File: config.mk
export PLATFORM = sky130hd
export DESIGN_NAME = url_percent_decoder_unit_flat
export DESIGN_NICKNAME = d
export VERILOG_FILES = /design/src/rtl/urldec_pkg.sv /design/src/rtl/urldec_if.sv /design/src/rtl/urldec_front.sv /design/src/rtl/urldec_queue.sv /design/src/rtl/urldec_back.sv /design/src/rtl/url_percent_decoder_unit.sv /design/src/flat_wrapper.sv
export SDC_FILE = /design/constraint.sdc
export NUM_CORES = 1
export LEC_CHECK = 0
export ABC_AREA = 1
export BUFFER_PORTS_ARGS = -buffer_cell sky130_fd_sc_hd__buf_2
export CORE_MARGIN = 2
export CORE_UTILIZATION = 58
export CTS_BUF_LIST = sky130_fd_sc_hd__clkbuf_8
export CTS_CLUSTER_DIAMETER = 120
export CTS_CLUSTER_SIZE = 8
export DETAILED_ROUTE_END_ITERATION = 6
export PLACE_DENSITY = 0.79
export SLEW_MARGIN = 30
export SYNTH_ARGS = -nofsm -noshare
export SYNTH_HDL_FRONTEND = slang
export SYNTH_HIERARCHICAL = 1
export SYNTH_SLANG_ARGS = --single-unit
export TNS_END_PERCENT = 1
File: constraint.sdc
create_clock -name clock -period 3.1 [get_ports clock]
set_input_delay 0.31 -clock clock [delete_from_list [all_inputs] [get_ports clock]]
set_output_delay 0.31 -clock clock [all_outputs]
set_load 0.05 [all_outputs]
File: src/rtl/urldec_pkg.sv
// ============================================================================
// urldec_pkg: shared types and constants of the URL percent decoder
// Character codes, the pending-escape state type, the group of decoded
// bytes passed from the front end to the back end, and hex helpers.
// ============================================================================
package urldec_pkg;

   // Character codes used by the decoder.
   localparam logic [7:0] CH_PLUS    = 8'h2B;
   localparam logic [7:0] CH_PERCENT = 8'h25;
   localparam logic [7:0] CH_SPACE   = 8'h20;

   // Most decoded bytes that one input beat can cause.
   localparam int unsigned GROUP_MAX = 3;

   // Default number of groups held between front and back end.
   localparam int unsigned QUEUE_DEPTH_DEFAULT = 4;

   // Pending escape state, one-hot.
   typedef enum logic [2:0] {
      PEND_NONE  = 3'b001,
      PEND_PCT   = 3'b010,
      PEND_DIGIT = 3'b100
   } pend_state_type;

   // Decoded bytes caused by one input beat, in emission order.
   typedef struct packed {
      logic [GROUP_MAX-1:0][7:0] data;
      logic [1:0]                count;
      logic                      last;
   } group_type;

   // True for 0-9, A-F and a-f.
   function automatic logic is_hex(input logic [7:0] c);
      return ((c >= 8'h30) && (c <= 8'h39)) ||
             ((c >= 8'h41) && (c <= 8'h46)) ||
             ((c >= 8'h61) && (c <= 8'h66));
   endfunction

   // Nibble value of a hex digit; a letter keeps its low bits plus nine.
   function automatic logic [3:0] hex_value(input logic [7:0] c);
      logic [3:0] v;
      if ((c >= 8'h30) && (c <= 8'h39)) begin
         v = c[3:0];
      end else begin
         v = c[3:0] + 4'd9;
      end
      return v;
   endfunction

endpackage

File: src/rtl/urldec_if.sv
// ============================================================================
// urldec_if: ready/valid channels of the URL percent decoder
// Request channel carries raw bytes, response channel carries decoded bytes.
// ============================================================================
interface urldec_req_if;
   logic       valid;
   logic       ready;
   logic [7:0] in_byte;
   logic       in_last;

   modport source (output valid, output in_byte, output in_last, input ready);
   modport sink   (input valid, input in_byte, input in_last, output ready);
endinterface

interface urldec_rsp_if;
   logic       valid;
   logic       ready;
   logic [7:0] out_byte;
   logic       run_end;
   logic       message_end;

   modport source (output valid, output out_byte, output run_end,
                   output message_end, input ready);
   modport sink   (input valid, input out_byte, input run_end,
                   input message_end, output ready);
endinterface

File: src/rtl/urldec_front.sv
// ============================================================================
// urldec_front: input classification and escape tracking
// Accepts one raw byte per cycle while the queue is not full, tracks a
// pending escape and builds the group of decoded bytes that the beat causes.
// ============================================================================
module urldec_front (
   input  logic                  clock,
   input  logic                  reset,
   urldec_req_if.sink            req,
   input  logic                  queue_full,
   output logic                  push_valid,
   output urldec_pkg::group_type push_entry
);
   import urldec_pkg::*;

   pend_state_type state_ff, state_in;
   logic [7:0]     digit_ff, digit_in;
   logic           accept;
   logic           b_hex;
   logic [1:0]     n;
   group_type      grp;

   assign req.ready = !queue_full;
   assign accept    = req.valid && req.ready;
   assign b_hex     = is_hex(req.in_byte);

   // Build the output group and the next escape state.
   always_comb begin
      n        = 2'd0;
      grp      = '0;
      state_in = PEND_NONE;
      digit_in = digit_ff;
      case (state_ff)
         PEND_PCT: begin
            if (b_hex) begin
               if (req.in_last) begin
                  grp.data[0] = CH_PERCENT;
                  grp.data[1] = req.in_byte;
                  n           = 2'd2;
               end else begin
                  state_in = PEND_DIGIT;
                  digit_in = req.in_byte;
               end
            end else begin
               grp.data[0] = CH_PERCENT;
               n           = 2'd1;
            end
         end
         PEND_DIGIT: begin
            if (b_hex) begin
               grp.data[0] = {hex_value(digit_ff), hex_value(req.in_byte)};
               n           = 2'd1;
            end else begin
               grp.data[0] = CH_PERCENT;
               grp.data[1] = digit_ff;
               n           = 2'd2;
            end
         end
         default: begin
         end
      endcase

      // The current byte is taken afresh unless it completed or extended
      // an escape.
      if ((state_ff == PEND_NONE) || !b_hex) begin
         if ((req.in_byte == CH_PERCENT) && !req.in_last) begin
            state_in = PEND_PCT;
         end else begin
            grp.data[n] = (req.in_byte == CH_PLUS) ? CH_SPACE : req.in_byte;
            n           = n + 2'd1;
         end
      end

      if (req.in_last) begin
         state_in = PEND_NONE;
         digit_in = '0;
      end
      grp.count = n;
      grp.last  = req.in_last;
   end

   assign push_valid = accept && (n != 2'd0);
   assign push_entry = grp;

   // Escape state registers.
   always_ff @(posedge clock) begin
      if (reset) begin
         state_ff <= PEND_NONE;
         digit_ff <= '0;
      end else if (accept) begin
         state_ff <= state_in;
         digit_ff <= digit_in;
      end
   end

`ifndef SYNTHESIS
   a_last_clears: assert property (@(posedge clock) disable iff (reset)
      accept && req.in_last |=> state_ff == PEND_NONE)
      else $error("escape state not cleared after the final beat");
   a_last_emits: assert property (@(posedge clock) disable iff (reset)
      accept && req.in_last |-> push_valid)
      else $error("final beat of a message produced no byte");
   a_push_nonempty: assert property (@(posedge clock) disable iff (reset)
      push_valid |-> push_entry.count != 2'd0)
      else $error("empty group pushed");
   a_escape_done: assert property (@(posedge clock) disable iff (reset)
      accept && (state_ff == PEND_DIGIT) && b_hex |-> push_valid &&
      (push_entry.count == 2'd1) && (state_in == PEND_NONE))
      else $error("completed escape not decoded to one byte");
`endif

endmodule

File: src/rtl/urldec_queue.sv
// ============================================================================
// urldec_queue: group queue between front and back end
// Small circular buffer of decoded byte groups; lets either side stall.
// ============================================================================
module urldec_queue #(
   parameter int unsigned DEPTH = urldec_pkg::QUEUE_DEPTH_DEFAULT
) (
   input  logic                  clock,
   input  logic                  reset,
   input  logic                  push,
   input  urldec_pkg::group_type push_entry,
   input  logic                  pop,
   output logic                  full,
   output logic                  empty,
   output urldec_pkg::group_type head
);
   import urldec_pkg::*;

   localparam int unsigned AW = (DEPTH > 1) ? $clog2(DEPTH) : 1;
   localparam int unsigned CW = $clog2(DEPTH + 1);
   localparam logic [AW-1:0] LAST_SLOT = AW'(DEPTH - 1);

   group_type     store_ff [DEPTH];
   logic [AW-1:0] wr_ptr_ff, wr_ptr_in;
   logic [AW-1:0] rd_ptr_ff, rd_ptr_in;
   logic [CW-1:0] fill_ff, fill_in;

   assign full  = (fill_ff == CW'(DEPTH));
   assign empty = (fill_ff == '0);
   assign head  = store_ff[rd_ptr_ff];

   // Pointer and fill updates with wrap at the queue depth.
   always_comb begin
      wr_ptr_in = wr_ptr_ff;
      rd_ptr_in = rd_ptr_ff;
      fill_in   = fill_ff;
      if (push) begin
         wr_ptr_in = (wr_ptr_ff == LAST_SLOT) ? '0 : wr_ptr_ff + 1'b1;
      end
      if (pop) begin
         rd_ptr_in = (rd_ptr_ff == LAST_SLOT) ? '0 : rd_ptr_ff + 1'b1;
      end
      if (push && !pop) begin
         fill_in = fill_ff + 1'b1;
      end else if (pop && !push) begin
         fill_in = fill_ff - 1'b1;
      end
   end

   always_ff @(posedge clock) begin
      if (reset) begin
         wr_ptr_ff <= '0;
         rd_ptr_ff <= '0;
         fill_ff   <= '0;
      end else begin
         wr_ptr_ff <= wr_ptr_in;
         rd_ptr_ff <= rd_ptr_in;
         fill_ff   <= fill_in;
      end
   end

   // Group storage, no reset needed.
   always_ff @(posedge clock) begin
      if (push) begin
         store_ff[wr_ptr_ff] <= push_entry;
      end
   end

endmodule

File: src/rtl/urldec_back.sv
// ============================================================================
// urldec_back: response serializer
// Sends the bytes of the head group one beat at a time and marks the end
// of each run and of each message.
// ============================================================================
module urldec_back (
   input  logic                  clock,
   input  logic                  reset,
   input  logic                  empty,
   input  urldec_pkg::group_type head,
   output logic                  pop,
   urldec_rsp_if.source          rsp
);
   import urldec_pkg::*;

   logic [1:0] pos_ff, pos_in;
   logic       at_end;
   logic       fire;

   assign at_end = (pos_ff == (head.count - 2'd1));
   assign fire   = rsp.valid && rsp.ready;
   assign pop    = fire && at_end;

   // Response beat taken from the head group.
   assign rsp.valid       = !empty;
   assign rsp.out_byte    = head.data[pos_ff];
   assign rsp.run_end     = at_end;
   assign rsp.message_end = at_end && head.last;

   always_comb begin
      pos_in = pos_ff;
      if (fire) begin
         pos_in = at_end ? 2'd0 : pos_ff + 2'd1;
      end
   end

   always_ff @(posedge clock) begin
      if (reset) begin
         pos_ff <= '0;
      end else begin
         pos_ff <= pos_in;
      end
   end

endmodule

File: src/rtl/url_percent_decoder_unit.sv
// ============================================================================
// url_percent_decoder_unit: streaming form-urlencoded decoder
// Turns '+' into a space and '%XX' escapes into bytes, passing all else.
// ============================================================================
// Usage:
//   req carries one raw byte per beat, with in_last on the final byte of a
//   message. rsp carries decoded bytes; run_end marks the last byte caused
//   by one request beat, message_end the last byte of the message.
//   A beat that only extends an escape ('%' or its first hex digit) causes
//   no response; a broken escape is sent back literally.
// Timing:
//   The queue registers each group; a beat accepted into an empty queue
//   has its first response byte valid in the next cycle. The front end
//   takes one beat per cycle while the queue is not full; the response
//   side sends one byte per cycle while rsp.ready is high; a beat can cause
//   up to three bytes. A queue of QUEUE_DEPTH groups absorbs these bursts.
// Reset and stall:
//   Synchronous reset empties the queue and drops any pending escape.
//   While rsp.ready is low the queue fills; req.ready falls only when the
//   queue is full.
// ============================================================================
module url_percent_decoder_unit #(
   parameter int unsigned QUEUE_DEPTH = urldec_pkg::QUEUE_DEPTH_DEFAULT
) (
   input  logic         clock,
   input  logic         reset,
   urldec_req_if.sink   req,
   urldec_rsp_if.source rsp
);
   import urldec_pkg::*;

   logic      push_valid;
   group_type push_entry;
   logic      queue_full;
   logic      queue_empty;
   logic      pop;
   group_type head;

   urldec_front u_front (
      .clock      (clock),
      .reset      (reset),
      .req        (req),
      .queue_full (queue_full),
      .push_valid (push_valid),
      .push_entry (push_entry)
   );

   urldec_queue #(
      .DEPTH (QUEUE_DEPTH)
   ) u_queue (
      .clock      (clock),
      .reset      (reset),
      .push       (push_valid),
      .push_entry (push_entry),
      .pop        (pop),
      .full       (queue_full),
      .empty      (queue_empty),
      .head       (head)
   );

   urldec_back u_back (
      .clock (clock),
      .reset (reset),
      .empty (queue_empty),
      .head  (head),
      .pop   (pop),
      .rsp   (rsp)
   );

endmodule
File: src/flat_wrapper.sv
// flat-port wrapper written by rule: the top's interface ports become plain ports
module url_percent_decoder_unit_flat import urldec_pkg::*;
#(
   parameter int unsigned QUEUE_DEPTH = urldec_pkg::QUEUE_DEPTH_DEFAULT
)
  (clock, reset, req_valid, req_in_byte, req_in_last, req_ready, rsp_valid, rsp_out_byte, rsp_run_end, rsp_message_end, rsp_ready);
  urldec_req_if req_i ();
  urldec_rsp_if rsp_i ();
  input  logic clock;
  input  logic reset;
  input wire logic [$bits(req_i.valid)-1:0] req_valid;
  input wire logic [$bits(req_i.in_byte)-1:0] req_in_byte;
  input wire logic [$bits(req_i.in_last)-1:0] req_in_last;
  output wire logic [$bits(req_i.ready)-1:0] req_ready;
  output wire logic [$bits(rsp_i.valid)-1:0] rsp_valid;
  output wire logic [$bits(rsp_i.out_byte)-1:0] rsp_out_byte;
  output wire logic [$bits(rsp_i.run_end)-1:0] rsp_run_end;
  output wire logic [$bits(rsp_i.message_end)-1:0] rsp_message_end;
  input wire logic [$bits(rsp_i.ready)-1:0] rsp_ready;
  assign req_i.valid = req_valid;
  assign req_i.in_byte = req_in_byte;
  assign req_i.in_last = req_in_last;
  assign req_ready = req_i.ready;
  assign rsp_valid = rsp_i.valid;
  assign rsp_out_byte = rsp_i.out_byte;
  assign rsp_run_end = rsp_i.run_end;
  assign rsp_message_end = rsp_i.message_end;
  assign rsp_i.ready = rsp_ready;
  url_percent_decoder_unit #(.QUEUE_DEPTH(QUEUE_DEPTH)) u_core (.clock(clock), .reset(reset), .req(req_i), .rsp(rsp_i));
endmodule
Word-level counts from Yosys, hierarchy flattened
Memory sizes are Yosys's and may differ from the RTL's. A register that Yosys moved wholly into a read port is not among the register bits.
Cells that the tools add are included.

cells by class
  eq/ne operators = 9
  $lt $le $gt $ge = 11
  $add $sub $neg = 9
  reduce and logical (&&, ||, !) cells = 28
  muxes and demuxes = 39

operator list
  cell                 number
  $mux 8               10
  $mux 24              2
  $pmux 16 s2          1
  $bwmux 24            1
  $mux 3               7
  $mux 2               10
  $bmux 8 s2           1
  $demux 8 s2          1
  $eq 8x6->1 const B   2
  $ge 8x6->1 const B   2
  $ge 8x7->1 const B   2
  $le 8x6->1 const B   2
  $le 8x7->1 const B   2
  $mux 16              1
  $logic_and 1x1->1    13
  $add 2x1->2 const B  4
  $add 4x4->4 const B  2
  $mux 4               2
  $reduce_bool 2->1    4
  $eq 3x3->1 const B   2
  $logic_not 1->1      6
  $lt 2x3->1 const B   2
  $eq 2x2->1 const B   2
  $pmux 2 s2           1
  11 further kinds     14

storage, ports and cells
  output and inout bits = 12
  flip-flop bits (word level) = 20
  word-level logic and storage cells = 103
  memories = 1
  RAM bits = 108

memory list
  name                     depth  width  rd ports  clocked after Yosys merged registers in  wr ports  line                RTL
  u_core.u_queue.store_ff  4      27     1         1                                        1         urldec_queue.sv:23  group_type store_ff [DEPTH];

Logic depth before layout (Yosys ltp)
Gate-level depths: netlist of the first run.

  word-level depth = 15
  mapped depth = 24
  depth with buffers taken out = 24

Hierarchy
The synthesis of the first run kept the hierarchy.

by module, submodules not included
  module        cells each  area each (um^2)  seq. area each (um^2)  instances
  urldec_queue  320         4510.6            3423.3                 1
  urldec_front  234         1425.1            220.2                  1
  urldec_back   64          419.2             40.0                   1

Worst setup path after synthesis of the first run
Ideal clock, no wire load.

  path type = input-to-reg
  start = in req_in_byte[0]
  end = reg u_core.u_queue.fill_ff[2]
  cell stages on the path = 24
  data arrival time = 2984 ps
  required time = 2990 ps
  library setup time = 110 ps
  slack = 6 ps
  path through = inv_1 ha_1 o21ai_2 nand2_1 nand2_4 nand2_8 nor2_4 inv_2 nand2_1 inv_1 ha_1 inv_1 nand2_1 nand2_1 a21oi_1 ha_1 inv_1 fa_1 inv_1 nand2_1 nand3_1 nand2_1 inv_1 nor2_1

on the way
  cells in the longest elaborated chain, start to end = 14
  elaborated cells between the ends (all ways) = 28
  those cells by class = add/sub: 1; order compare: 6; eq/ne: 1; mux: 6; reduce/logical: 14

RTL lines
  item                                         line                                    RTL
  from (decl)                                  flat_wrapper.sv:12                      input wire logic [$bits(req_i.in_byte)-1:0] req_in_byte;
  $ge 8x6->1 (tied with other cells)           urldec_pkg.sv:35                        return ((c >= 8'h30) && (c <= 8'h39)) ||
  $logic_and 1x1->1, on equally long branches  urldec_pkg.sv:35, urldec_pkg.sv:36
  $logic_or 1x1->1                             urldec_pkg.sv:35
  $logic_or 1x1->1                             urldec_pkg.sv:36                        ((c >= 8'h41) && (c <= 8'h46)) ||
  $mux 2, on equally long branches             urldec_front.sv:50, urldec_front.sv:35
  $pmux 2 s2                                   urldec_front.sv:33                      case (state_ff)
  $add 2x1->2                                  urldec_front.sv:70                      n = n + 2'd1;
  $mux 2                                       urldec_front.sv:66                      if ((req.in_byte == CH_PERCENT) && !req.in_last) begin
  $mux 2 (*)                                   urldec_front.sv:65                      if ((state_ff == PEND_NONE) || !b_hex) begin
  $reduce_bool 2->1 (*)                        urldec_front.sv:82                      assign push_valid = accept && (n != 2'd0);
  $logic_and 1x1->1 (*)                        urldec_front.sv:82
  via u_core.push_valid                        url_percent_decoder_unit.sv:32          logic push_valid;
  $logic_not 1->1                              urldec_queue.sv:45                      end else if (pop && !push) begin
  $logic_and 1x1->1                            urldec_queue.sv:45
  $reduce_bool 2->1 (no source line)           --
  to (signal assigned)                         urldec_queue.sv:58                      fill_ff <= fill_in;
  to (decl)                                    urldec_queue.sv:26                      logic [CW-1:0] fill_ff, fill_in;

The timed path passes the listed nets; every way through them passes the cells marked *.
A chain may end at the register's enable or synchronous reset.

Worst setup path after layout of the first run
  start = reg u_core.u_front.state_ff[1]
  end = reg u_core.u_queue.fill_ff[2]

on the way
  cells in the longest elaborated chain, start to end = 10
  elaborated cells between the ends (all ways) = 15
  those cells by class = add/sub: 1; eq/ne: 3; mux: 4; reduce/logical: 7

RTL lines
  item                                             line                            RTL
  from (decl)                                      urldec_front.sv:16              pend_state_type state_ff, state_in;
  from (signal assigned)                           urldec_front.sv:91              state_ff <= state_in;
  $eq 3x3->1 / $eq 3x2->1 (equally long branches)  urldec_front.sv:33
  $pmux 2 s2                                       urldec_front.sv:33
  $add 2x1->2                                      urldec_front.sv:70
  $mux 2                                           urldec_front.sv:66
  $mux 2 (*)                                       urldec_front.sv:65
  $reduce_bool 2->1 (*)                            urldec_front.sv:82
  $logic_and 1x1->1 (*)                            urldec_front.sv:82
  via u_core.push_valid                            url_percent_decoder_unit.sv:32
  $logic_not 1->1                                  urldec_queue.sv:45
  $logic_and 1x1->1                                urldec_queue.sv:45
  $reduce_bool 2->1 (no source line)               --

Marks and branches as above.

==> implementation parameters, run 1 <==
Parameter                              Value

Setup path
  Start point of the critical path    u_core/u_front/state_ff[1]
  Worst reg2reg path startpoint    u_core/u_front/state_ff[1]
  Gate family responsible for the most delay along the worst path    simple AND/OR/NAND/NOR gates
  Peak per-stage delay on the critical path    0.38 ns
  Largest fanout on the critical path    5
  Critical path arrival    3.14 ns
  Critical Path Start Type    flip-flop
  CP required    about 3.4 ns
  Most repeated library cell on the critical path    sky130_fd_sc_hd__inv_1
  CP endpoint kind    flip-flop
  Total buffers and inverters traversed by the critical path    6
  CP Cell Sequence    inv_1 > nor3_4 > nand3_1 > nand2_2 > inv_1 > ha_1 > inv_1 > nand2_1 > nand2_1 > a21oi_1 > ha_1 > inv_1 > fa_1 > inv_1 > nand2_1 > nand3_1 > nand2_1 > inv_1 > nor2_1
  Type of the worst setup path    reg -> reg
  Slowest cell on the critical path    sky130_fd_sc_hd__dfxtp_1

Die
  Overall die area    11810 um^2
  Core area    10750 um^2
  I/O Pins    25
  Horizontal die dimension    108.7 um
  Initial Util    0.5914
  Die Span Y    108.7 um
  Number of placement rows    38

Global routing
  GRT Total Usage    0.2529
  Remaining Overflow, GRT    0
  Maximum number of pins on one net before global-route repair    45
  Vias in the first global route    4465
  Antenna violations before repair    0
  First-pass GRT wire length    22190 um

Routing
  Number of DRC markers after the initial detailed-route iteration    475
  Routed length per placed instance    between 15 and 20 um
  Via count    4679
  Drt pass-1 iters    5
  Total DRC errors in the routed layout    0
  Antenna-violating nets left    0
  Drt via density    roughly 5.7
  Drt total wl    13960 um

Job
  Number of maximum-capacitance constraint violations    0

Yosys
  Average instance area after synthesis    10.28 um^2
  Syn Std Cell Area    6355 um^2
  Post-synthesis cell type with the largest combined area    sky130_fd_sc_hd__edfxtp_1
  #FFs+latches synth    130
  Share of the synthesized area in the top cell type    0.5103
  Count of distinct cell types in the synthesized netlist    43
  Number of nets produced by synthesis    649
  Sequential share of the synthesized area    0.5796
  Post-synthesis instance total    618
  Dominant cells by area after synthesis    sky130_fd_sc_hd__edfxtp_1 51%, sky130_fd_sc_hd__dfxtp_1 6.9%, sky130_fd_sc_hd__nor2_1 5.0%
  Total of warnings raised by yosys    6

STA
  Final Hold Viols    0
  WHS    0.1657 ns
  Number of endpoints failing setup at the final stage    0
  Pin slew with the least headroom to its limit    0.6371 ns
  Max Clock Skew    roughly 0.011 ns
  Fin crit share    0.9035
  Slew HR    0.5713
  Unrepaired setup endpoints after global routing    false
  Post-layout worst setup margin    0.2993 ns
  Max Clock Freq    357.1 MHz
  Max-slew violation count    0
  Post-route setup TNS    0 ns
  Shortest clock period the worst path allows after layout    2.801 ns

Placement
  Post-placement setup slack    -0.05791 ns
  Placed Area    6663 um^2
  Number of I/O port buffers    24
  Routability-driven placement congestion ratio    roughly 1
  Half-perimeter wire length after placement    between 9000 and 10000 um

Clocking
  Clock latency of the later-clocked register in the worst-skew pair    0.44 ns
  Number of levels the H-tree was split into    4
  CTS Sinks    between 100 and 150
  Worst-path clk slew    about 0.08 ns
  Root Buffer    sky130_fd_sc_hd__clkbuf_8
  CTS Buffer Depth    2
  TritonCTS Buffers    17
  Clock tree from TritonCTS    built
  Number of buffers inserted for hold repair after clock tree synthesis    0

Final layout
  Fraction of final layout cells sized beyond drive strength 1    0.1810
  Number of fillers in the final layout    ~850
  Commonest cells after routing, fill and taps aside    108 x sky130_fd_sc_hd__edfxtp_1, 84 x sky130_fd_sc_hd__nor2_1, 79 x sky130_fd_sc_hd__nand2_1
  Number of diodes    0
  Nets@finish    692
  Post-route cell area    around 7100 um^2
  Most common library cell in the layout ignoring fill and taps    sky130_fd_sc_hd__edfxtp_1
  Synthesis-to-layout area growth    11.32%

Run status
  Result of the run    finished clean

Power and ir drop
  Worst voltage drop across the vdd grid    around 0.00056 V
  Power density cells    between 800 and 900 nW/um^2
  Sum of internal, switching and leakage power    5.821 mW
  Leakage dissipation    2.713 nW

Worst hold path
  Hold WC Path Type    in -> reg
  Hold path startpoint    req_in_byte[4]
[sequential cells by signal, summed over array words and instances, names as in the netlist, named ones only]
register	count
u_core/u_back/pos_ff	2
u_core/u_front/state_ff	3
u_core/u_front/digit_ff	8
u_core/u_queue/store_ff	108
u_core/u_queue/rd_ptr_ff	2
u_core/u_queue/wr_ptr_ff	2
u_core/u_queue/fill_ff	3
[cell usage after synthesis, drive strengths merged]
library cell and count:
xor2 5, o21ai 96, or2 1, and3 1, nor2 90, nor4 1
nor3 8, nand2 89, fa 1, clkbuf 1, o22ai 32, dfxtp 22
clkinv 1, buf 21, inv 68, nand4 5, edfxtp 108, ha 17
nand3 27, nand3b 2, o211ai 3, o21a 1, a21boi 1, a21oi 17
[through the flow]
step | std cells | utilization
3_3_place_gp | 782 | 0.6201
4_1_cts | 814 | 0.6578
3_5_place_dp | 782 | 0.6201
5_1_grt | 814 | 0.6584
2_1_floorplan | 618 | -
6_report | 814 | 0.6584
[worst min-delay path: stages]
cell,delay (ns)
sky130_fd_sc_hd__buf_2,0.13
sky130_fd_sc_hd__nand2_1,0.07
sky130_fd_sc_hd__a21oi_1,0.05
[report_power, final]
| part | internal (mW) | switching, mW |
|---|---|---|
| clock | 0.735 | 0.708 |
| sequential | 2.11 | 0.110 |
| combinational | 0.590 | 1.56 |
| total | 3.44 | 2.38 |
[worst paths after layout]
kind | end | slack [ns] | depth (start not counted)
max | u_core/u_queue/fill_ff[2] | 0.30 | 19
min | u_core/u_front/digit_ff[4] | 0.17 | 3
max reg2reg | u_core/u_queue/fill_ff[2] | 0.30 | 19
min reg2reg | u_core/u_front/digit_ff[7] | 0.47 | 2
[metal layers]
layer | vias to the layer above | wire length (um) | track usage
li1 | 2228 | - | -
met1 | 2228 | 5701 | 0.3302
met2 | 196 | 7017 | 0.4161
met3 | 27 | 935 | 0.05260
met4 | 0 | 302 | 0.1007
met5 | - | 0 | 0
[kinds of logic after synthesis]
logic type	Yosys count	share of synthesized area
flip-flops	130	0.5796
buffers and inverters	91	0.07482
AO/OA/AOI/OAI	150	0.1311
AND/OR/NAND/NOR	224	0.1709
XOR/XNOR	5	0.006891
adder cells (fa/ha/maj)	18	0.03662
[cell type report]
type	instances	area (um^2)	area share
Sequential cell	130	3685	0.5209
Multi-Input combinational cell	397	2202	0.3113
Timing Repair Buffer	46	335.3	0.04740
Inverter	69	271.5	0.03838
Clock buffer	17	234.0	0.03307
Tap cell	140	175.2	0.02476
Clock inverter	15	171.4	0.02423
[timing repair]
item,CTS,global route
setup buffers,0,0
gates resized for setup,0,1
endpoints found under the setup margin,0,2
No activity file was read; power rests on OpenSTA's default activity.
==> run 2, diff against run 1 <==
SYNTH_HIERARCHICAL = unset   (was 1)
==> implementation parameters, run 2 <==
Parameter                              Value

Global routing
  First-pass GRT wire length    22560 um (+1.6%)
  Antenna violations before repair    0 (unchanged)
  Vias in the first global route    4656 (+4.3%)
  Remaining Overflow, GRT    0 (unchanged)
  GRT Total Usage    0.2608 (+0.007953)
  Maximum number of pins on one net before global-route repair    51 (+13%)

Clocking
  Clock tree from TritonCTS    built
  Clock latency of the later-clocked register in the worst-skew pair    0.43 ns (about the same)
  TritonCTS Buffers    17 (unchanged)
  CTS Buffer Depth    2 (unchanged)
  CTS Sinks    130 (unchanged)
  Worst-path clk slew    0.07 ns (about the same)
  Number of levels the H-tree was split into    4 (unchanged)
  Root Buffer    sky130_fd_sc_hd__clkbuf_8
  Setup Fix Bufs, Post-CTS    0 (unchanged)

Worst hold path
  Cells on Worst Hold Path    3 (unchanged)
  Hold WC Path Type    in -> reg

Final layout
  Registers with the highest flip-flop counts    u_core.u_queue.store_ff: 108 flops, u_core.u_front.digit_ff: 8 flops
  Synthesis-to-layout area growth    16.24%
  Most common library cell in the layout ignoring fill and taps    sky130_fd_sc_hd__edfxtp_1
  Finished Layout Cells    793 (-2.6%)
  Nets@finish    675 (-2.5%)
  Final core area utilization    0.6882 (+0.02979)
  Commonest cells after routing, fill and taps aside    108 x sky130_fd_sc_hd__edfxtp_1, 79 x sky130_fd_sc_hd__nor2_1, 74 x sky130_fd_sc_hd__nand2_1
  Area of all sequential standard cells    3684 um^2 (about the same)
  Number of flip-flops under the largest register name    108 (unchanged)
  Fraction of final layout cells sized beyond drive strength 1    0.1735 (-0.007493)
  Largest Register    u_core.u_queue.store_ff
  Number of diodes    0 (unchanged)
  Area of the multi-input gates    2071 um^2 (-6.0%)
  Number of fillers in the final layout    754 (-12%)
  Post-route cell area    7041 um^2 (-0.48%)

Routing
  Antenna-violating nets left    0 (unchanged)
  Total DRC errors in the routed layout    0 (unchanged)
  Number of DRC markers after the initial detailed-route iteration    377 (-21%)
  Drt via density    5.822 (+1.3%)
  Drt total wl    13730 um (-1.6%)
  Via count    4617 (-1.3%)
  Routed length per placed instance    17.31 um (+0.98%)
  Drt pass-1 iters    7 (+2)

STA
  Max Clock Skew    0.008214 ns (-0.002482 ns)
  Fin crit share    0.8965 (-0.006954)
  Post-route setup TNS    0 ns (unchanged)
  Final Hold Viols    0 (unchanged)
  Slew HR    0.4784 (-0.09293)
  Shortest clock period the worst path allows after layout    2.779 ns (-0.02156 ns)
  Pin slew with the least headroom to its limit    0.7795 ns (+0.1424 ns)
  Number of endpoints failing setup at the final stage    0 (unchanged)
  WHS    0.1503 ns (-0.01543 ns)
  Max Clock Freq    359.8 MHz (+0.78%)
  Max-slew violation count    0 (unchanged)
  Post-layout worst setup margin    0.3208 ns (+0.02156 ns)

Yosys
  Syn Std Cell Area    6057 um^2 (-4.7%)
  Most common cell in the netlist    sky130_fd_sc_hd__edfxtp_1
  Total of warnings raised by yosys    0 (-6)
  EDFF count, synth    108 (unchanged)
  Number of nets produced by synthesis    620 (-4.5%)
  Most instantiated flip-flop cell in the synthesis netlist    sky130_fd_sc_hd__edfxtp_1
  Share of the synthesized area in the top cell type    0.5354 (+0.02509)
  Synth async-reset ratio    0 (unchanged)
  #FFs+latches synth    130 (unchanged)
  Post-synthesis cell type with the largest combined area    sky130_fd_sc_hd__edfxtp_1
  Sequential share of the synthesized area    0.6081 (+0.02850)
  Dominant cells by area after synthesis    sky130_fd_sc_hd__edfxtp_1 54%, sky130_fd_sc_hd__dfxtp_1 7.3%, sky130_fd_sc_hd__o21ai_0 5.7%
  Count of distinct cell types in the synthesized netlist    38 (-12%)
  Post-synthesis instance total    589 (-4.7%)
  Commonest cells in the synthesized netlist    108 x sky130_fd_sc_hd__edfxtp_1, 84 x sky130_fd_sc_hd__nor2_1, 74 x sky130_fd_sc_hd__nand2_1, 69 x sky130_fd_sc_hd__o21ai_0, 59 x sky130_fd_sc_hd__inv_1
  Average instance area after synthesis    10.28 um^2 (about the same)

Placement
  Number of I/O port buffers    24 (unchanged)
  Placed Area    6573 um^2 (-1.4%)
  Half-perimeter wire length after placement    8927 um (-3.0%)
  Placed instance count    761 (-2.7%)
  Post-placement setup slack    -0.1295 ns (-0.07156 ns)
  Routability-driven placement congestion ratio    0.9679 (-3.9%)

Die
  Number of placement rows    37 (-2.6%)
  Initial Util    0.5920 (+0.0006198)
  Overall die area    11280 um^2 (-4.5%)
  Horizontal die dimension    106.2 um (-2.3%)
  I/O Pins    25 (unchanged)
  Die Span Y    106.2 um (-2.3%)
  Core area    10230 um^2 (-4.8%)

Power and ir drop
  Net switching power    1.929 mW (-19%)
  Sw Share    0.3513 (-0.05796)
  Portion of total power attributed to the clock network    0.293 (+0.045)
  Power density cells    780.0 nW/um^2 (-5.2%)
  Internal Pwr Total    3.562 mW (+3.6%)
  Part of the power in combinational logic    0.309 (-0.061)
  Worst voltage drop across the vdd grid    0.0005543 V (-1.5%)
  Sum of internal, switching and leakage power    5.492 mW (-5.7%)
  Leakage dissipation    2.699 nW (-0.54%)
  Sequential cell fraction of total power    0.398 (+0.016)

Setup path
  Type of the worst setup path    reg -> reg
  Largest fanout on the critical path    8 (+3)
  CP Cell Sequence    clkinv_1 > nand2_1 > nand3_1 > nand2_1 > xor2_1 > nand2_1 > nand2_1 > inv_1 > nand2_1 > ha_1 > inv_1 > fa_1 > a21oi_1 > o21ai_0 > o21ai_1 > a21oi_1
  Gate family responsible for the most delay along the worst path    simple AND/OR/NAND/NOR gates
  Critical Path Start Type    flip-flop
  CP endpoint kind    flip-flop
  Peak per-stage delay on the critical path    0.48 ns (+0.10 ns)
  Critical path arrival    3.09 ns (-0.05 ns)
  Most repeated library cell on the critical path    sky130_fd_sc_hd__nand2_1
  Depth of the critical timing path with buffers and inverters included    16 (-3)
  CP required    3.42 ns (-0.02 ns)
  Number of cell instances on the worst register-to-register path    16 (-3)
  Slowest cell on the critical path    sky130_fd_sc_hd__dfxtp_1
  Total buffers and inverters traversed by the critical path    3 (-3)

Run status
  Result of the run    finished clean

Job
  Number of maximum-capacitance constraint violations    0 (unchanged)
run 2: worst register-to-register path: cells and delay by family (launching register included):
family                   cells  cell delay [ns]
AND/OR/NAND/NOR              6             0.65
adder cells (fa/ha/maj)      2             0.54
flip-flops                   1             0.48
AO/OA/AOI/OAI                4             0.45
buffers and inverters        3             0.39
XOR/XNOR                     1             0.18
run 2: power groups by stage:
stage	registers, mW	logic, mW	clock network [mW]
after global routing	2.20	1.85	1.69
after global placement	2.21	1.64	0
after detailed placement	2.22	1.70	0
after floorplan	2.20	1.23	0
after CTS	2.18	1.70	1.62
final	2.19	1.70	1.61
run 2: final cells by class:
type | instances | area share
well taps | 136 | 0.02417
repair buffers | 57 | 0.05936
clock buffers | 19 | 0.03714
clock inverters | 13 | 0.02737
inverters | 65 | 0.03465
flip-flops and latches | 130 | 0.5232
multi-input cells | 373 | 0.2941
run 2: cell families (layout without fill, tap and decap cells):
family | after synthesis | in the layout | share of synthesized area
simple gates | 202 | 202 | 0.1444
compound gates | 145 | 145 | 0.1434
flops | 130 | 130 | 0.6081
buf+inv | 86 | 154 | 0.05391
fa+ha+maj | 18 | 18 | 0.03842
xor+xnor | 7 | 7 | 0.01012
mux | 1 | 1 | 0.001653
run 2: path summary, 6_finish.rpt:
path / slack [ns] / to / startpoint
hold / removal: 0.15 / u_core.u_front.digit_ff[6] / req_in_byte[6]
setup reg to reg: 0.32 / u_core.u_queue.fill_ff[2] / flip-flop
hold reg to reg: 0.48 / u_core.u_front.digit_ff[7] / u_core.u_front.digit_ff[7]
setup / recovery: 0.32 / u_core.u_queue.fill_ff[2] / flip-flop
run 2: repair_timing:
action / CTS / global route
gates resized for setup: 0 / 4
hold endpoints to repair: 0 / 0
setup endpoints to repair: 0 / 1
hold buffers: 0 / 0
run 2: routing by layer:
layer | track usage | up-vias | part of all wire
li1 | - | 2174 | -
met1 | 0.3303 | 2213 | 0.41
met2 | 0.4469 | 204 | 0.50
met3 | 0.04905 | 26 | 0.074
met4 | 0.09774 | 0 | 0.016
met5 | 0 | - | 0
==> run 3, diff against run 2 <==
CELL_PAD_IN_SITES_DETAIL_PLACEMENT = 0   (was unset)
CELL_PAD_IN_SITES_GLOBAL_PLACEMENT = 1   (was unset)
CORE_UTILIZATION = 46   (was 58)
GPL_TIMING_DRIVEN = 0   (was unset)
PLACE_DENSITY = unset   (was 0.79)
PLACE_DENSITY_LB_ADDON = 0.1   (was unset)
==> implementation parameters, run 3 (synthesis gave the netlist of run 2 again) <==
Parameter                              Value

STA
  Final Hold Viols    0 (unchanged)
  Max Clock Freq    335.8 MHz (-6.7%)
  WHS    0.07561 ns (-0.07466 ns)
  Number of endpoints failing setup at the final stage    0 (unchanged)
  Pin slew with the least headroom to its limit    0.8034 ns (+0.02386 ns)
  Max Clock Skew    0.006832 ns (-0.001382 ns)
  Unrepaired setup endpoints after global routing    true
  Shortest clock period the worst path allows after layout    2.978 ns (+0.1990 ns)
  Slew HR    0.4624 (-0.01596)
  Fin crit share    0.9607 (+0.06418)
  Max-slew violation count    0 (unchanged)
  Post-layout worst setup margin    0.1219 ns (-0.1990 ns)

Power and ir drop
  Power density cells    780.5 nW/um^2 (about the same)
  Leakage dissipation    2.627 nW (-2.7%)
  Worst voltage drop across the vdd grid    0.0003775 V (-32%)

Final layout
  Registers with the highest flip-flop counts    u_core.u_queue.store_ff: 108 flops, u_core.u_front.digit_ff: 8 flops
  Number of diodes    0 (unchanged)
  Synthesis-to-layout area growth    16.88%
  Number of flip-flops under the largest register name    108 (unchanged)
  Most common library cell in the layout ignoring fill and taps    sky130_fd_sc_hd__edfxtp_1
  Nets@finish    674 (-0.15%)
  Post-route cell area    7079 um^2 (+0.55%)
  Finished Layout Cells    828 (+4.4%)
  Largest Register    u_core.u_queue.store_ff
  Commonest cells after routing, fill and taps aside    108 x sky130_fd_sc_hd__edfxtp_1, 76 x sky130_fd_sc_hd__nor2_1, 74 x sky130_fd_sc_hd__nand2_1
  Fraction of final layout cells sized beyond drive strength 1    0.1707 (-0.002784)
  Final core area utilization    0.5565 (-0.1317)

Global routing
  Met2 Resource Use GR    0.3499 (-0.09703)
  GRT Total Usage    0.2265 (-0.03431)
  Remaining Overflow, GRT    0 (unchanged)
  Vias in the first global route    4315 (-7.3%)
  GR Util met1    0.3105 (-0.01979)
  Antenna violations before repair    0 (unchanged)
  Maximum number of pins on one net before global-route repair    19 (-63%)
  Met3 track utilization from global routing    0.04923 (+0.0001781)
  First-pass GRT wire length    23740 um (+5.3%)
  Layer with the highest usage    met2

Placement
  Placed Area    6515 um^2 (-0.88%)
  Post-placement setup slack    -0.7201 ns (-0.5906 ns)
  Half-perimeter wire length after placement    10640 um (+19%)
  Placed instance count    788 (+3.5%)
  Routability-driven placement congestion ratio    0.8631 (-11%)
  Number of I/O port buffers    23 (-4.2%)

Routing
  Routed length per placed instance    18.36 um (+6.0%)
  Drt via density    5.471 (-6.0%)
  Drt total wl    15200 um (+11%)
  Drt pass-1 iters    5 (-2)
  Antenna-violating nets left    0 (unchanged)
  Via count    4530 (-1.9%)
  Total DRC errors in the routed layout    0 (unchanged)
  Number of DRC markers after the initial detailed-route iteration    464 (+23%)

Worst hold path
  Hold WC Path Type    in -> reg

Die
  Overall die area    14100 um^2 (+25%)
  Core area    12720 um^2 (+24%)
  Die Span Y    118.8 um (+12%)
  Initial Util    0.4761 (-0.1159)
  Horizontal die dimension    118.8 um (+12%)
  Number of placement rows    41 (+11%)
  I/O Pins    25 (unchanged)

Clocking
  CTS Sinks    130 (unchanged)
  Number of buffers inserted for hold repair after clock tree synthesis    0 (unchanged)
  CTS Buffer Depth    2 (unchanged)
  Worst-path clk slew    0.07 ns (about the same)
  Number of levels the H-tree was split into    4 (unchanged)
  Clock latency of the later-clocked register in the worst-skew pair    0.44 ns (about the same)
  TritonCTS Buffers    17 (unchanged)
  Clock tree from TritonCTS    built
  Root Buffer    sky130_fd_sc_hd__clkbuf_8

Setup path
  Largest fanout on the critical path    15 (+7)
  CP endpoint kind    flip-flop
  Type of the worst setup path    in -> reg
  Critical path arrival    3.13 ns (+0.04 ns)
  Critical Path Start Type    input port
  CP required    3.25 ns (-0.17 ns)

Run status
  Result of the run    finished clean

Job
  Number of maximum-capacitance constraint violations    0 (unchanged)
==> run 3: cell count changes in the layout (fill, tap and decap cells not counted), moves of 3 or more <==
cell,before,now
sky130_fd_sc_hd__clkbuf_1,0,16
sky130_fd_sc_hd__buf_12,4,0
sky130_fd_sc_hd__inv_4,0,3
sky130_fd_sc_hd__buf_16,0,3
sky130_fd_sc_hd__buf_4,29,9
sky130_fd_sc_hd__inv_1,62,55
sky130_fd_sc_hd__nor2_1,79,76
sky130_fd_sc_hd__clkinvlp_4,1,6
sky130_fd_sc_hd__nor2_4,1,6
==> run 3: layer usage <==
layer / vias up / part of all wire / wire, um
met3: 22 / 0.058 / 880
met4: 0 / 0.022 / 334
met2: 144 / 0.47 / 7204
met5: - / 0 / 0
met1: 2182 / 0.45 / 6780
li1: 2182 / - / -
==> run 3: worst max-delay path, cell delays in order <==
cell                      delay [ns]
sky130_fd_sc_hd__buf_4          0.15
sky130_fd_sc_hd__inv_4          0.09
sky130_fd_sc_hd__ha_2           0.19
sky130_fd_sc_hd__inv_1          0.05
sky130_fd_sc_hd__nor2_2         0.09
sky130_fd_sc_hd__nand2_1        0.06
sky130_fd_sc_hd__nand2_1        0.09
sky130_fd_sc_hd__nor2_2         0.06
sky130_fd_sc_hd__nor2_4         0.18
sky130_fd_sc_hd__nand3_2        0.13
sky130_fd_sc_hd__nand2_2        0.11
sky130_fd_sc_hd__inv_2          0.06
sky130_fd_sc_hd__ha_1           0.27
sky130_fd_sc_hd__inv_1          0.03
sky130_fd_sc_hd__nand2_1        0.06
sky130_fd_sc_hd__nand2_1        0.10
sky130_fd_sc_hd__nand2_2        0.12
sky130_fd_sc_hd__nand2_4        0.05
sky130_fd_sc_hd__buf_4          0.17
sky130_fd_sc_hd__nor2_4         0.51
sky130_fd_sc_hd__buf_16         0.23
==> run 3: layout make-up <==
type                            count  area [um^2]
Fill cell                        1188         5643
Sequential cell                   130         3685
Multi-Input combinational cell    373         2140
Timing Repair Buffer               35        275.3
Inverter                           65        255.2
Clock buffer                       17        234.0
Tap cell                          172        215.2
Clock inverter                     15        191.4
Buffer                             21        83.83
==> run 3: metrics by stage <==
stage	total power, mW	setup TNS [ns]
2_1_floorplan	3.432	-39.85
3_3_place_gp	3.903	-210.13
3_5_place_dp	3.996	-43.33
4_1_cts	5.540	0
5_1_grt	5.804	-1.076
6_report	5.525	0
==> run 3: path summary, 6_finish.rpt <==
path	from	endpoint	slack (ns)	cells past startpoint
worst max-delay path	req_in_byte[0]	u_core.u_queue.store_ff[0][13]	0.12	21
worst max register to register	u_core.u_front.state_ff[1]	u_core.u_queue.store_ff[0][13]	0.16	15
worst min-delay path	reset	u_core.u_front.digit_ff[0]	0.08	2
worst min register to register	u_core.u_front.digit_ff[7]	u_core.u_front.digit_ff[7]	0.47	2
==> run 3: repair_timing <==
item	in CTS	in global routing
setup buffers	5	3
resized for setup	12	17
setup endpoints to repair	62	28
pin swaps	4	6
==> run 3: power breakdown <==
group | internal [mW] | total, mW | switching, mW
Clock | 0.867 | 1.53 | 0.668
Combinational | 0.476 | 1.82 | 1.34
Sequential | 2.11 | 2.17 | 0.0622
Total | 3.45 | 5.53 | 2.07
